**src/sv/huc_pkg.sv**
```systemverilog
// Shared types, codes and character helpers for the URI character tagger.
package huc_pkg;

    // Parse phases
    localparam logic [2:0] PH_START  = 3'd0;
    localparam logic [2:0] PH_PREFIX = 3'd1;
    localparam logic [2:0] PH_HOST   = 3'd2;
    localparam logic [2:0] PH_PORT   = 3'd3;
    localparam logic [2:0] PH_PATH   = 3'd4;
    localparam logic [2:0] PH_QUERY  = 3'd5;
    localparam logic [2:0] PH_FRAG   = 3'd6;
    localparam logic [2:0] PH_DONE   = 3'd7;

    // Part tags
    localparam logic [2:0] TAG_IGN    = 3'd0;
    localparam logic [2:0] TAG_SCHEME = 3'd1;
    localparam logic [2:0] TAG_HOST   = 3'd2;
    localparam logic [2:0] TAG_PORT   = 3'd3;
    localparam logic [2:0] TAG_PATH   = 3'd4;
    localparam logic [2:0] TAG_QUERY  = 3'd5;
    localparam logic [2:0] TAG_FRAG   = 3'd6;
    localparam logic [2:0] TAG_SEP    = 3'd7;

    // Status codes
    localparam logic [1:0] ST_OK     = 2'd0;
    localparam logic [1:0] ST_SCHEME = 2'd1;
    localparam logic [1:0] ST_HOST   = 2'd2;
    localparam logic [1:0] ST_PORT   = 2'd3;

    // Scheme kinds
    localparam logic [1:0] SK_NONE  = 2'd0;
    localparam logic [1:0] SK_HTTP  = 2'd1;
    localparam logic [1:0] SK_HTTPS = 2'd2;

    localparam logic [15:0] PORT_HTTP  = 16'd80;
    localparam logic [15:0] PORT_HTTPS = 16'd443;

    localparam int RQ_DEPTH = 4;
    localparam int RQ_PTR_W = $clog2(RQ_DEPTH);
    localparam int RQ_CNT_W = $clog2(RQ_DEPTH + 1);

    typedef struct packed {
        logic [2:0]  phase;
        logic [2:0]  prefix_pos;
        logic [15:0] port_accum;
        logic [1:0]  scheme_reg;
        logic        held_slash;
        logic        query_flag;
        logic        fragment_flag;
        logic [1:0]  error_code;
    } t_state;

    localparam t_state STATE_RESET = '{
        phase:         PH_START,
        prefix_pos:    3'd0,
        port_accum:    16'd0,
        scheme_reg:    SK_NONE,
        held_slash:    1'b0,
        query_flag:    1'b0,
        fragment_flag: 1'b0,
        error_code:    ST_OK
    };

    typedef struct packed {
        logic [2:0]  part_tag;
        logic [7:0]  out_char;
        logic        summary_valid;
        logic [1:0]  status;
        logic [1:0]  scheme_kind;
        logic [15:0] port_value;
        logic        query_seen;
        logic        fragment_seen;
        logic        final_result;
    } t_result;

    function automatic logic is_term(input logic [7:0] c);
        return (c == 8'd0) || (c == 8'd32) || (c >= 8'd9 && c <= 8'd13);
    endfunction

    function automatic logic is_digit(input logic [7:0] c);
        return (c >= "0") && (c <= "9");
    endfunction

    function automatic logic is_alpha(input logic [7:0] c);
        return ((c >= "a") && (c <= "z")) || ((c >= "A") && (c <= "Z"));
    endfunction

    function automatic logic [7:0] to_lower(input logic [7:0] c);
        return ((c >= "A") && (c <= "Z")) ? c + 8'd32 : c;
    endfunction

    // Expected prefix character at a position; the plain form ends in NUL.
    function automatic logic [7:0] prefix_char(input logic secure, input logic [2:0] pos);
        logic [7:0] ch;
        ch = 8'd0;
        if (secure) begin
            unique case (pos)
                3'd0: ch = "h";
                3'd1: ch = "t";
                3'd2: ch = "t";
                3'd3: ch = "p";
                3'd4: ch = "s";
                3'd5: ch = ":";
                3'd6: ch = "/";
                3'd7: ch = "/";
                default: ch = 8'd0;
            endcase
        end else begin
            unique case (pos)
                3'd0: ch = "h";
                3'd1: ch = "t";
                3'd2: ch = "t";
                3'd3: ch = "p";
                3'd4: ch = ":";
                3'd5: ch = "/";
                3'd6: ch = "/";
                default: ch = 8'd0;
            endcase
        end
        return ch;
    endfunction

endpackage

```
**src/sv/huc_in_if.sv**
```systemverilog
// Input channel: one URI character or an end-of-text marker per item.
interface huc_in_if;
    logic       valid;
    logic       ready;
    logic [7:0] in_char;
    logic       end_of_text;

    modport source (output valid, output in_char, output end_of_text, input ready);
    modport sink   (input valid, input in_char, input end_of_text, output ready);
endinterface

```
**src/sv/huc_out_if.sv**
```systemverilog
// Result channel: one tagged character or one summary per item.
interface huc_out_if;
    logic        valid;
    logic        ready;
    logic [2:0]  part_tag;
    logic [7:0]  out_char;
    logic        summary_valid;
    logic [1:0]  status;
    logic [1:0]  scheme_kind;
    logic [15:0] port_value;
    logic        query_seen;
    logic        fragment_seen;
    logic        final_result;

    modport source (
        output valid, input ready,
        output part_tag, output out_char, output summary_valid, output status,
        output scheme_kind, output port_value, output query_seen,
        output fragment_seen, output final_result
    );
    modport sink (
        input valid, output ready,
        input part_tag, input out_char, input summary_valid, input status,
        input scheme_kind, input port_value, input query_seen,
        input fragment_seen, input final_result
    );
endinterface

```
**src/sv/http_uri_char_parser_core.sv**
```systemverilog
// Top level of the URI character tagger: parse state, step logic and result queue.
//
// The block takes a URI one character per item and returns, for each item, one
// result (or two) tagging the character as scheme, host, port, path, query,
// fragment, separator or ignored; host characters come out lower-cased. An
// item with end_of_text set closes the URI: it yields a summary result with
// status, scheme kind, port (explicit, else 80/443 by scheme) and query and
// fragment flags, and rearms the parser. The whole step for one item is a
// single pass of combinational logic from the parse-state register into a
// four-entry result queue, so an item is accepted every cycle while the queue
// has room for two results, and its results are registered in the queue and
// offered from its head in order. Most items cause one result; the character
// that resolves a held leading slash, and an end item that flushes a held slash,
// cause two, so a long run of such items is limited by the output side to one
// result per cycle. The result queue decouples the two sides, so input is taken
// while finished results still wait downstream.
module http_uri_char_parser_core import huc_pkg::*; (
    input  logic      i_clk,
    input  logic      i_rst_n,
    huc_in_if.sink    i_in,
    huc_out_if.source o_res
);

    t_state  r_state;
    t_state  n_state;
    t_result res0;
    t_result res1;
    t_result head;
    logic    two;
    logic    space;
    logic    accept;

    // Take an item whenever the queue can hold both of its possible results
    assign i_in.ready = space;
    assign accept     = i_in.valid && space;

    huc_step u_step (
        .i_state (r_state),
        .i_char  (i_in.in_char),
        .i_end   (i_in.end_of_text),
        .o_state (n_state),
        .o_res0  (res0),
        .o_res1  (res1),
        .o_two   (two)
    );

    // Advance the parse state on every accepted item
    always_ff @(posedge i_clk) begin
        if (!i_rst_n) begin
            r_state <= STATE_RESET;
        end else if (accept) begin
            r_state <= n_state;
        end
    end

    huc_res_fifo u_fifo (
        .i_clk      (i_clk),
        .i_rst_n    (i_rst_n),
        .i_push     (accept),
        .i_push_two (two),
        .i_res0     (res0),
        .i_res1     (res1),
        .i_pop      (o_res.ready),
        .o_space    (space),
        .o_valid    (o_res.valid),
        .o_head     (head)
    );

    // Drive the result channel from the queue head
    assign o_res.part_tag      = head.part_tag;
    assign o_res.out_char      = head.out_char;
    assign o_res.summary_valid = head.summary_valid;
    assign o_res.status        = head.status;
    assign o_res.scheme_kind   = head.scheme_kind;
    assign o_res.port_value    = head.port_value;
    assign o_res.query_seen    = head.query_seen;
    assign o_res.fragment_seen = head.fragment_seen;
    assign o_res.final_result  = head.final_result;

endmodule

```
**src/sv/huc_step.sv**
```systemverilog
// Next-state and result logic for one input item of the URI tagger.
module huc_step import huc_pkg::*; (
    input  t_state     i_state,
    input  logic [7:0] i_char,
    input  logic       i_end,
    output t_state     o_state,
    output t_result    o_res0,
    output t_result    o_res1,
    output logic       o_two
);

    always_comb begin
        t_state      ns;
        t_result     r0;
        t_result     r1;
        t_result     rt;
        logic        two;
        logic        done;
        logic [2:0]  ph;
        logic [2:0]  tag;
        logic [7:0]  oc;
        logic [7:0]  lc;
        logic [1:0]  st_code;
        logic [1:0]  sk;
        logic [15:0] pv;
        logic [19:0] acc;
        logic [19:0] v;
        logic [2:0]  p;
        logic        secure;
        logic [2:0]  last_pos;

        ns       = i_state;
        r0       = '0;
        r1       = '0;
        rt       = '0;
        two      = 1'b0;
        done     = 1'b0;
        ph       = i_state.phase;
        tag      = TAG_IGN;
        oc       = i_char;
        lc       = to_lower(i_char);
        st_code  = i_state.error_code;
        sk       = SK_NONE;
        pv       = 16'd0;
        acc      = {4'd0, i_state.port_accum};
        v        = (acc << 3) + (acc << 1) + {16'd0, i_char[3:0]};
        p        = i_state.prefix_pos;
        secure   = (i_state.scheme_reg == SK_HTTPS);
        last_pos = secure ? 3'd7 : 3'd6;

        if (i_end) begin
            // Flush a held slash as path, then close with the summary
            if (i_state.held_slash) begin
                r0.part_tag = TAG_PATH;
                r0.out_char = "/";
                two         = 1'b1;
            end else if (i_state.phase == PH_START || i_state.phase == PH_PREFIX) begin
                st_code = ST_SCHEME;
            end
            rt.summary_valid = 1'b1;
            rt.status        = st_code;
            rt.final_result  = 1'b1;
            if (st_code == ST_OK) begin
                sk = (i_state.scheme_reg == 2'd3) ? SK_NONE : i_state.scheme_reg;
                pv = i_state.port_accum;
                if (pv == 16'd0) begin
                    pv = (sk == SK_HTTP) ? PORT_HTTP : (sk == SK_HTTPS) ? PORT_HTTPS : 16'd0;
                end
                rt.scheme_kind   = sk;
                rt.port_value    = pv;
                rt.query_seen    = i_state.query_flag;
                rt.fragment_seen = i_state.fragment_flag;
            end
            if (two) begin
                r1 = rt;
            end else begin
                r0 = rt;
            end
            ns = STATE_RESET;
        end else begin
            // Resolve a held leading slash
            if (i_state.phase == PH_START && i_state.held_slash) begin
                ns.held_slash = 1'b0;
                two           = 1'b1;
                if (i_char == "/") begin
                    ns.phase    = PH_HOST;
                    r0.part_tag = TAG_SCHEME;
                    r0.out_char = "/";
                    r1.part_tag = TAG_SCHEME;
                    r1.out_char = i_char;
                    r1.final_result = 1'b1;
                    done        = 1'b1;
                end else begin
                    ph          = PH_PATH;
                    ns.phase    = PH_PATH;
                    r0.part_tag = TAG_PATH;
                    r0.out_char = "/";
                end
            end

            if (!done) begin
                unique case (ph)
                    PH_START: begin
                        if (i_char == "/") begin
                            ns.held_slash = 1'b1;
                        end else if (lc == "h") begin
                            ns.phase      = PH_PREFIX;
                            ns.prefix_pos = 3'd1;
                            tag           = TAG_SCHEME;
                        end else begin
                            ns.error_code = ST_SCHEME;
                            ns.phase      = PH_DONE;
                        end
                    end
                    PH_PREFIX: begin
                        if (i_state.scheme_reg == SK_NONE) begin
                            if (p < 3'd4) begin
                                if (lc != prefix_char(1'b0, p)) begin
                                    ns.error_code = ST_SCHEME;
                                    ns.phase      = PH_DONE;
                                end else begin
                                    ns.prefix_pos = p + 3'd1;
                                    tag           = TAG_SCHEME;
                                end
                            end else if (lc == ":" || lc == "s") begin
                                ns.scheme_reg = (lc == ":") ? SK_HTTP : SK_HTTPS;
                                ns.prefix_pos = 3'd5;
                                tag           = TAG_SCHEME;
                            end else begin
                                ns.error_code = ST_SCHEME;
                                ns.phase      = PH_DONE;
                            end
                        end else begin
                            if (p > last_pos || lc != prefix_char(secure, p)) begin
                                ns.error_code = ST_SCHEME;
                                ns.phase      = PH_DONE;
                            end else begin
                                if (p == last_pos) begin
                                    ns.phase = PH_HOST;
                                end else begin
                                    ns.prefix_pos = p + 3'd1;
                                end
                                tag = TAG_SCHEME;
                            end
                        end
                    end
                    PH_HOST: begin
                        if (is_term(i_char)) begin
                            ns.phase = PH_DONE;
                        end else if (i_char == ":") begin
                            ns.phase = PH_PORT;
                            tag      = TAG_SEP;
                        end else if (i_char == "/") begin
                            ns.phase = PH_PATH;
                            tag      = TAG_PATH;
                        end else if (i_char == "?") begin
                            ns.query_flag = 1'b1;
                            ns.phase      = PH_QUERY;
                            tag           = TAG_SEP;
                        end else if (i_char == "#") begin
                            ns.fragment_flag = 1'b1;
                            ns.phase         = PH_FRAG;
                            tag              = TAG_SEP;
                        end else if (is_alpha(i_char) || is_digit(i_char) ||
                                     i_char == "." || i_char == "-") begin
                            oc  = lc;
                            tag = TAG_HOST;
                        end else begin
                            ns.error_code = ST_HOST;
                            ns.phase      = PH_DONE;
                        end
                    end
                    PH_PORT: begin
                        if (is_term(i_char)) begin
                            ns.phase = PH_DONE;
                        end else if (i_char == "/") begin
                            ns.phase = PH_PATH;
                            tag      = TAG_PATH;
                        end else if (i_char == "?") begin
                            ns.query_flag = 1'b1;
                            ns.phase      = PH_QUERY;
                            tag           = TAG_SEP;
                        end else if (i_char == "#") begin
                            ns.fragment_flag = 1'b1;
                            ns.phase         = PH_FRAG;
                            tag              = TAG_SEP;
                        end else if (is_digit(i_char) && v != 20'd0 && v[19:16] == 4'd0) begin
                            ns.port_accum = v[15:0];
                            tag           = TAG_PORT;
                        end else begin
                            // Leading zero, overflow or a stray character
                            ns.error_code = ST_PORT;
                            ns.phase      = PH_DONE;
                        end
                    end
                    PH_PATH: begin
                        if (is_term(i_char)) begin
                            ns.phase = PH_DONE;
                        end else if (i_char == "?") begin
                            ns.query_flag = 1'b1;
                            ns.phase      = PH_QUERY;
                            tag           = TAG_SEP;
                        end else if (i_char == "#") begin
                            ns.fragment_flag = 1'b1;
                            ns.phase         = PH_FRAG;
                            tag              = TAG_SEP;
                        end else begin
                            tag = TAG_PATH;
                        end
                    end
                    PH_QUERY: begin
                        if (is_term(i_char)) begin
                            ns.phase = PH_DONE;
                        end else if (i_char == "#") begin
                            ns.fragment_flag = 1'b1;
                            ns.phase         = PH_FRAG;
                            tag              = TAG_SEP;
                        end else begin
                            tag = TAG_QUERY;
                        end
                    end
                    PH_FRAG: begin
                        if (is_term(i_char)) begin
                            ns.phase = PH_DONE;
                        end else begin
                            tag = TAG_FRAG;
                        end
                    end
                    default: begin
                        tag = TAG_IGN;
                    end
                endcase

                rt.part_tag     = tag;
                rt.out_char     = oc;
                rt.final_result = 1'b1;
                if (two) begin
                    r1 = rt;
                end else begin
                    r0 = rt;
                end
            end
        end

        o_state = ns;
        o_res0  = r0;
        o_res1  = r1;
        o_two   = two;
    end

endmodule

```
**src/sv/huc_res_fifo.sv**
```systemverilog
// Result queue: takes one or two results per push, hands out one per cycle when popped.
module huc_res_fifo import huc_pkg::*; (
    input  logic    i_clk,
    input  logic    i_rst_n,
    input  logic    i_push,
    input  logic    i_push_two,
    input  t_result i_res0,
    input  t_result i_res1,
    input  logic    i_pop,
    output logic    o_space,
    output logic    o_valid,
    output t_result o_head
);

    t_result               r_mem [RQ_DEPTH];
    logic [RQ_PTR_W-1:0]   r_wr_ptr;
    logic [RQ_PTR_W-1:0]   r_rd_ptr;
    logic [RQ_CNT_W-1:0]   r_count;
    logic [RQ_PTR_W-1:0]   n_wr_ptr;
    logic [RQ_PTR_W-1:0]   n_rd_ptr;
    logic [RQ_CNT_W-1:0]   n_count;
    logic [RQ_CNT_W-1:0]   push_n;
    logic                  pop;

    assign pop     = i_pop && (r_count != '0);
    assign push_n  = !i_push ? RQ_CNT_W'(0) : (i_push_two ? RQ_CNT_W'(2) : RQ_CNT_W'(1));
    assign n_wr_ptr = r_wr_ptr + push_n[RQ_PTR_W-1:0];
    assign n_rd_ptr = r_rd_ptr + RQ_PTR_W'(pop);
    assign n_count  = r_count + push_n - RQ_CNT_W'(pop);

    // Room for the largest push
    assign o_space = (r_count <= RQ_CNT_W'(RQ_DEPTH - 2));
    assign o_valid = (r_count != '0);
    assign o_head  = r_mem[r_rd_ptr];

    always_ff @(posedge i_clk) begin
        if (!i_rst_n) begin
            r_wr_ptr <= '0;
            r_rd_ptr <= '0;
            r_count  <= '0;
        end else begin
            r_wr_ptr <= n_wr_ptr;
            r_rd_ptr <= n_rd_ptr;
            r_count  <= n_count;
        end
    end

    always_ff @(posedge i_clk) begin
        if (i_push) begin
            r_mem[r_wr_ptr] <= i_res0;
            if (i_push_two) begin
                r_mem[r_wr_ptr + RQ_PTR_W'(1)] <= i_res1;
            end
        end
    end

endmodule
```
**src/flat_wrapper.sv**
```systemverilog
// flat-port wrapper written by rule: the top's interface ports become plain ports
module http_uri_char_parser_core_flat import huc_pkg::*;
  (i_clk, i_rst_n, i_in_valid, i_in_in_char, i_in_end_of_text, i_in_ready, o_res_valid, o_res_ready, o_res_part_tag, o_res_out_char, o_res_summary_valid, o_res_status, o_res_scheme_kind, o_res_port_value, o_res_query_seen, o_res_fragment_seen, o_res_final_result);
  huc_in_if i_in_i ();
  huc_out_if o_res_i ();
  input  logic i_clk;
  input  logic i_rst_n;
  input wire logic [$bits(i_in_i.valid)-1:0] i_in_valid;
  input wire logic [$bits(i_in_i.in_char)-1:0] i_in_in_char;
  input wire logic [$bits(i_in_i.end_of_text)-1:0] i_in_end_of_text;
  output wire logic [$bits(i_in_i.ready)-1:0] i_in_ready;
  output wire logic [$bits(o_res_i.valid)-1:0] o_res_valid;
  input wire logic [$bits(o_res_i.ready)-1:0] o_res_ready;
  output wire logic [$bits(o_res_i.part_tag)-1:0] o_res_part_tag;
  output wire logic [$bits(o_res_i.out_char)-1:0] o_res_out_char;
  output wire logic [$bits(o_res_i.summary_valid)-1:0] o_res_summary_valid;
  output wire logic [$bits(o_res_i.status)-1:0] o_res_status;
  output wire logic [$bits(o_res_i.scheme_kind)-1:0] o_res_scheme_kind;
  output wire logic [$bits(o_res_i.port_value)-1:0] o_res_port_value;
  output wire logic [$bits(o_res_i.query_seen)-1:0] o_res_query_seen;
  output wire logic [$bits(o_res_i.fragment_seen)-1:0] o_res_fragment_seen;
  output wire logic [$bits(o_res_i.final_result)-1:0] o_res_final_result;
  assign i_in_i.valid = i_in_valid;
  assign i_in_i.in_char = i_in_in_char;
  assign i_in_i.end_of_text = i_in_end_of_text;
  assign i_in_ready = i_in_i.ready;
  assign o_res_valid = o_res_i.valid;
  assign o_res_i.ready = o_res_ready;
  assign o_res_part_tag = o_res_i.part_tag;
  assign o_res_out_char = o_res_i.out_char;
  assign o_res_summary_valid = o_res_i.summary_valid;
  assign o_res_status = o_res_i.status;
  assign o_res_scheme_kind = o_res_i.scheme_kind;
  assign o_res_port_value = o_res_i.port_value;
  assign o_res_query_seen = o_res_i.query_seen;
  assign o_res_fragment_seen = o_res_i.fragment_seen;
  assign o_res_final_result = o_res_i.final_result;
  http_uri_char_parser_core u_core (.i_clk(i_clk), .i_rst_n(i_rst_n), .i_in(i_in_i), .o_res(o_res_i));
endmodule
```
**config.mk**
```make
export PLATFORM = sky130hd
export DESIGN_NAME = http_uri_char_parser_core_flat
export DESIGN_NICKNAME = d
export VERILOG_FILES = /design/src/sv/huc_pkg.sv /design/src/sv/huc_in_if.sv /design/src/sv/huc_out_if.sv /design/src/sv/http_uri_char_parser_core.sv /design/src/sv/huc_step.sv /design/src/sv/huc_res_fifo.sv /design/src/flat_wrapper.sv
export SDC_FILE = /design/constraint.sdc
export NUM_CORES = 1
export LEC_CHECK = 0
export ABC_AREA = 1
export BUFFER_PORTS_ARGS = -buffer_cell sky130_fd_sc_hd__buf_2
export CAP_MARGIN = 20
export CORE_ASPECT_RATIO = 2
export CORE_MARGIN = 8
export CORE_UTILIZATION = 27
export CTS_CLUSTER_SIZE = 12
export DETAILED_ROUTE_END_ITERATION = 8
export PLACE_DENSITY_LB_ADDON = 0.05
export SLEW_MARGIN = 25
export SYNTH_ARGS = -nofsm -noshare
export SYNTH_HDL_FRONTEND = slang
export SYNTH_SLANG_ARGS = --single-unit
export TNS_END_PERCENT = 100
```
**constraint.sdc**
```tcl
create_clock -name i_clk -period 6.5 [get_ports i_clk]
set_input_delay 1.3 -clock i_clk [delete_from_list [all_inputs] [get_ports i_clk]]
set_output_delay 1.3 -clock i_clk [all_outputs]
set_load 0.02 [all_outputs]
```
# [Word level (Yosys, flattened, before mapping)]
# Memory sizes are Yosys's and may differ from the RTL's. A register that Yosys moved wholly into a read port is not among the register bits.
# Cells that the tools add are included.
[totals] regBits=36 mem_bits_rw=140 mem_bits_ro=48 in_bits=13 word_cells=300 n_memories=2
[mem_list] memory="u_core.u_fifo.r_mem" words=4 width=35 rd=1 rd_clocked_by_memory_dff=1 wr=2 line_no="huc_res_fifo.sv:15" rtl="t_result r_mem [RQ_DEPTH];"
[mem_list] memory="(name not given)" words=8 width=6 rd=1 rd_clocked_by_memory_dff=1 wr=0 line_no="huc_pkg.sv:97" rtl="unique case (pos)"
[op_classes] n_addsub=9 n_lt_le_gt_ge=11 n_eq_ne=60 mux=162 reduce_logical=45
[ops] cell="35-bit two-way mux" n=7
[ops] cell="3-bit two-way mux" n=49
[ops] cell="8-bit two-way mux" n=18
[ops] cell="16-bit two-way mux" n=7
[ops] cell="8-bit by 6-bit == test with 1-bit output, second input constant" n=8
[ops] cell="2-bit two-way mux" n=29
[ops] cell="29-bit two-way mux" n=2
[ops] cell="3-bit != test, second input constant" n=17
[ops] cell="3-bit case mux with 7 select lines" n=2
[ops] cell="9-bit two-way mux" n=4
[ops] cell="7-bit case mux with 5 select lines" n=1
[ops] cell="11-bit two-way mux" n=3
[ops] cell="1-bit two-way mux" n=26
[ops] cell="24-bit two-way mux" n=1
[ops] cell="19-bit by 17-bit adder with 20-bit output" n=1
[ops] cell="20-bit by 4-bit adder with 20-bit output" n=1
[ops] cell="20-bit two-way mux" n=1
[ops] cell="4-bit two-way mux" n=5
[ops] cell="5-bit != test, second input constant" n=4
[ops] cell="20-bit nonzero test" n=1
[ops] cell="19-bit AND reduction" n=1
[ops] cell="3-bit == test, second input constant" n=6
[ops] cell="6-bit two-way mux" n=3
[ops] cell="9-bit AND reduction" n=2
[ops] cell="44 further kinds" n=88

# [Longest topological paths before layout]
[logic_depth] depth_word=17 depth_mapped=23 ltp_nobuf=23

# [By module]
# From an unflattened synthesis, not the netlist that was laid out.
[hier_totals] cells_unflattened=1765 hier_area_um2=13128.8
[modules_own_cells] mod="huc_res_fifo" instances=1 cells_per_inst=750 area_per_inst_um2=7772.5 seq_area_each_um2=4344.2
[modules_own_cells] mod="huc_step" instances=1 cells_per_inst=830 area_per_inst_um2=4162.7 seq_area_each_um2=0.0
[modules_own_cells] mod="http_uri_char_parser_core" instances=1 cells_per_inst=185 area_per_inst_um2=1193.6 seq_area_each_um2=580.6

# [Worst setup path before layout]
# No wires, ideal clock.
[synth_path] kind="input to register" startpoint="in i_in_in_char[3]" endpoint="mem u_core.u_fifo.r_mem[0][32] in the netlist's numbering, data pin" setup_time_ps=253 arrival_time_ps=3757 required_time_ps=6247 setup_slack_ps=2490 path_stages=22 n_path_buf=0 cell_sequence="fa_1 inv_1 fa_1 nand3b_1 nand2_1 nand2_1 nand2_1 nand2_1 nand2_1 nand2_1 nand2_1 nand2_1 nor2_1 nand2_1 nand2_1 nand2_1 nand2_1 nand4_1 nand2_1 nand2_1 nand2_1 nand2_1"
[synth_rtl] element="start: declaration" line_no="flat_wrapper.sv:9" rtl="input wire logic [$bits(i_in_i.in_char)-1:0] i_in_in_char;"
[synth_rtl] element="end: declaration" line_no="huc_res_fifo.sv:15"

# [Final worst setup path]
[layout_path] startpoint="in i_in_in_char[3]" endpoint="reg u_core.r_state[19] in the netlist's numbering"
[layout_between] elab_chain_len=9 elab_cells_between_ends=41
[layout_rtl] element="20-bit by 4-bit adder with 20-bit output" line_no="huc_step.sv:46" rtl="v = (acc << 3) + (acc << 1) + {16'd0, i_char[3:0]};"
[layout_rtl] element="16-bit two-way mux" line_no="huc_step.sv:187" rtl="end else if (is_digit(i_char) && v != 20'd0 && v[19:16] == 4'd0) begin"
[layout_rtl] element="16-bit two-way mux" line_no="huc_step.sv:183" rtl="end else if (i_char == \"#\") begin"
[layout_rtl] element="16-bit two-way mux" line_no="huc_step.sv:179" rtl="end else if (i_char == \"?\") begin"
[layout_rtl] element="16-bit two-way mux" line_no="huc_step.sv:176" rtl="end else if (i_char == \"/\") begin"
[layout_rtl] element="16-bit two-way mux" line_no="huc_step.sv:174" rtl="if (is_term(i_char)) begin"
[layout_rtl] element="16-bit two-way mux" line_no="huc_step.sv:102" rtl="unique case (ph)"
[layout_rtl] element="29-bit two-way mux" line_no="huc_step.sv:101" rtl="if (!done) begin"
[layout_rtl] element="29-bit two-way mux" line_no="huc_step.sv:51" rtl="if (i_end) begin"
[layout_rtl] element="end signal: assignment" line_no="http_uri_char_parser_core.sv:52" rtl="r_state <= n_state;"
[layout_rtl] element="end: declaration" line_no="http_uri_char_parser_core.sv:24" rtl="t_state r_state;"
# Parallel ways exist; a longest one is shown, timed or not. The select of a mux whose other input is x is not followed.
# A chain may end at the register's enable or synchronous reset.

==> results.py <==
metrics = {
    "drt": {
        "avgRoutedWirePerCell_um": 19.9,
        "drtIter0Drc": 450,
        "viasPerCell": 4.84,
        "drtPass1Iterations": 5,
        "finalWirelength_um": 41100,
        "route.vias.total": 9974,
        "remaining_drc_errors": 0,
        "ant_nets": 0,
    },
    "finish": {
        "antenna_fix_cells": 0,
        "multi_input_comb_area_mm2": 0.00552,
        "drive_gt1_share_pct": 10.3,
        "fillers": 4578,
        "syn_to_final_growth_pct": 11.9,
        "finalNetCount": 1577,
        "register_area_mm2": 0.00505,
        "finish.instance_area_mm2": 0.0128,
    },
    "sta": {
        "rsz0062_at_grt": "false",
        "skew_ns": 0.0148,
        "fin_tns_setup_ns": 0,
        "timing.fmax_ghz": 0.211,
        "timing.max_slew.rel_slack_pct": 34.7,
        "worstMarginPinSlew_ns": 0.977,
        "finalCritPeriodShare_pct": 73.0,
        "setup_violations": 0,
        "final_period_minus_worst_setup_slack_ns": 4.74,
        "final_max_slew_viol_count": 0,
        "hold_viol": 0,
    },
    "flow_run": {
        "max_cap_violations": 0,
    },
    "cts": {
        "clk_transition_reported_paths_ns": 0.07,
        "post_cts_buffers": 0,
        "clock_path_buffers": 2,
        "clkLatencyLatePin_ns": 0.46,
        "cts_max_level": 4,
        "cts-root-buf": "sky130_fd_sc_hd__clkbuf_16",
        "tritoncts": "yes",
        "postCtsResizedCells": 0,
        "post_cts_hold_buffer_count": 0,
        "cts_made_buffers": 17,
        "clock-sinks": 182,
    },
    "global_route": {
        "grt_start_max_net_pins": 46,
        "number_of_global_route_vias_before_repair": 10200,
        "grt_use_total_pct": 16.6,
        "final_global_route_overflow_total": 0,
        "initial_antenna_violation_count": 0,
        "wire_length_of_the_first_global_routing_pass_um": 62200,
    },
    "place": {
        "detailedPlacementHpwl_um": 30400,
        "routabilityCongestion": 0.875,
        "port_buffers": 49,
        "dpl-instance-area_mm2": 0.0122,
    },
    "worst_setup_path": {
        "timing_worst_setup_path_type": "input port to flip-flop",
        "worst_ep_arrival_time_ns": 5.03,
        "worst-endpoint-required_ns": 6.79,
        "start_kind": "input port",
        "endpoint_kind": "flip-flop",
        "cp_max_fo": 22,
    },
    "min_path": {
        "min_path_type": "flip-flop to flip-flop",
    },
    "synthesis": {
        "synthesis.yosys.warnings": 0,
        "synth.yosys.seq_area_share_pct": 44.2,
        "synthTopCellsByCount": "316 x sky130_fd_sc_hd__nand2_1, 264 x sky130_fd_sc_hd__nor2_1, 148 x sky130_fd_sc_hd__inv_1, 148 x sky130_fd_sc_hd__o21ai_0, 140 x sky130_fd_sc_hd__edfxtp_1",
        "synth.top_cell.area_share_pct": 36.8,
        "yosys.area_share.xor_xnor_pct": 0.537,
        "synthesized_instance_count": 1477,
        "synthFlopType": "sky130_fd_sc_hd__edfxtp_1",
        "synth_area_leader_cell": "sky130_fd_sc_hd__edfxtp_1",
        "synth_fa_ha_area_share_pct": 6.45,
        "yosys.cell_types.count": 50,
        "compound_gate_portion_of_the_synthesized_area_pct": 13.4,
        "synth_enable_flop_cells": 140,
        "syn_nets": 1547,
        "async_flop_share_pct": 0,
        "synth.ff_latch_count": 182,
        "syn_area_per_cell_um2": 7.73,
        "share_of_cell_area_taken_by_muxes_after_synthesis_pct": 0,
        "synth_top_family_by_area": "simple AND/OR/NAND/NOR gates",
        "synthMostInstantiatedCell": "sky130_fd_sc_hd__nand2_1",
        "synth_top_cells_by_area": "sky130_fd_sc_hd__edfxtp_1 37%, sky130_fd_sc_hd__nand2_1 10%, sky130_fd_sc_hd__nor2_1 8.7%",
        "synth_area_in_simple_gates_pct": 28.0,
        "synthesis.area_mm2": 0.0114,
    },
    "die": {
        "floorplan.die_area_mm2": 0.0495,
        "floorplan.core_area_mm2": 0.0418,
        "dieWidth_um": 161,
        "initial_utilization_pct": 27.3,
        "floorplan.io_pins": 50,
        "die_h_um": 307,
        "rows": 106,
    },
    "power_and_ir_drop": {
        "p_total_mw": 4.21,
        "max-vdd-ir-drop_mv": 0.181,
        "power_density_mw_per_mm2": 330,
        "cellLeakagePower_nw": 5.40,
    },
    "status": {
        "outcome": "finished clean",
    },
}
logic make-up after synthesis:
family | count (synthesis)
flops | 182
buf+inv | 214
xor+xnor | 7
fa+ha+maj | 57
compound gates | 276
simple gates | 741
layout by cell type, fill, tap and decap left out, types with 5 or more instances in the layout:
cell type                   instances
sky130_fd_sc_hd__o22ai_1           41
sky130_fd_sc_hd__o21ai_0          148
sky130_fd_sc_hd__nand3_1           76
sky130_fd_sc_hd__buf_4             14
sky130_fd_sc_hd__dfxtp_1           41
sky130_fd_sc_hd__a21oi_1           53
sky130_fd_sc_hd__nor3_1            13
sky130_fd_sc_hd__o211ai_1           5
sky130_fd_sc_hd__nand3b_1          14
sky130_fd_sc_hd__clkbuf_16         17
sky130_fd_sc_hd__edfxtp_1         140
sky130_fd_sc_hd__nand2_1          312
sky130_fd_sc_hd__nor2_1           264
sky130_fd_sc_hd__nor2_2             5
sky130_fd_sc_hd__nand2_2           19
sky130_fd_sc_hd__nor4_1             5
sky130_fd_sc_hd__nand4_1           11
sky130_fd_sc_hd__buf_2             49
sky130_fd_sc_hd__o21ai_1            5
sky130_fd_sc_hd__ha_1              54
sky130_fd_sc_hd__inv_2             13
sky130_fd_sc_hd__inv_1            147
sky130_fd_sc_hd__nor2_4             8
state kept, by name, indices dropped and copies added (netlist names), named ones only:
name / cells
u_core.u_fifo.r_rd_ptr: 2
u_core.u_fifo.r_mem: 140
u_core.u_fifo.r_count: 3
u_core.u_fifo.r_wr_ptr: 2
u_core.r_state: 29
worst paths after layout:
| kind | from | endpoint | slack (ns) | depth (start not counted) |
|---|---|---|---|---|
| max | i_in_in_char[3] | u_core.r_state[19]$_SDFFE_PN0P_ | 1.76 | 19 |
| min reg2reg | u_core.r_state[2]$_SDFFE_PN0P_ | u_core.r_state[2]$_SDFFE_PN0P_ | 0.48 | 2 |
| min | u_core.r_state[2]$_SDFFE_PN0P_ | u_core.r_state[2]$_SDFFE_PN0P_ | 0.48 | 2 |
| max reg2reg | u_core.r_state[9]$_SDFFE_PN0P_ | u_core.r_state[19]$_SDFFE_PN0P_ | 2.47 | 18 |
stage by stage:
step | hold slack [ns] | setup slack, ns | utilization [%] | instances
global placement | 0.466 | 1.32 | 29.2 | 2028
detailed placement | 0.467 | 1.26 | 29.2 | 2028
global route | 0.504 | 1.38 | 30.6 | 2060
floorplan | 0.440 | 2.49 | - | 1477
CTS | 0.478 | 1.75 | 30.6 | 2060
finish | 0.476 | 1.76 | 30.6 | 2060
area by class of cell:
type,instances,share of cell area (%)
clock buffers,17,3.33
clock inverters,15,1.11
flip-flops and latches,182,39.5
repair buffers,63,2.74
well taps,540,5.29
inverters,162,4.76
multi-input cells,1081,43.2
metal layers:
| layer | vias to the layer above | share of wire, % | track usage [%] |
|---|---|---|---|
| met4 | 0 | 3.7 | 7.55 |
| li1 | 4990 | - | - |
| met1 | 4742 | 38 | 17.1 |
| met3 | 63 | 2.5 | 1.90 |
| met2 | 179 | 56 | 32.7 |
| met5 | - | 0 | 0 |
report_power, final:
| group | internal, mW | leakage [nW] | switching [mW] |
|---|---|---|---|
| Sequential | 1.44 | 1.65 | 0.0821 |
| Combinational | 0.478 | 3.47 | 1.19 |
| Clock | 0.506 | 0.276 | 0.516 |
critical path, cell delays in order:
cell                       delay, ns
sky130_fd_sc_hd__buf_2          0.21
sky130_fd_sc_hd__fa_1           0.60
sky130_fd_sc_hd__inv_1          0.06
sky130_fd_sc_hd__fa_1           0.44
sky130_fd_sc_hd__nand3b_1       0.19
sky130_fd_sc_hd__nand2_1        0.12
sky130_fd_sc_hd__nand2_1        0.08
sky130_fd_sc_hd__nand2_1        0.13
sky130_fd_sc_hd__nand2_1        0.09
sky130_fd_sc_hd__nand2_1        0.07
sky130_fd_sc_hd__nand2_1        0.05
sky130_fd_sc_hd__nand2_1        0.09
sky130_fd_sc_hd__nand3_1        0.07
sky130_fd_sc_hd__nor2_1         0.15
sky130_fd_sc_hd__nand3_1        0.12
sky130_fd_sc_hd__a21oi_2        0.67
sky130_fd_sc_hd__inv_1          0.38
sky130_fd_sc_hd__nand2_1        0.13
sky130_fd_sc_hd__a21oi_1        0.07
Note: power is estimated with default switching activity, not from simulation.
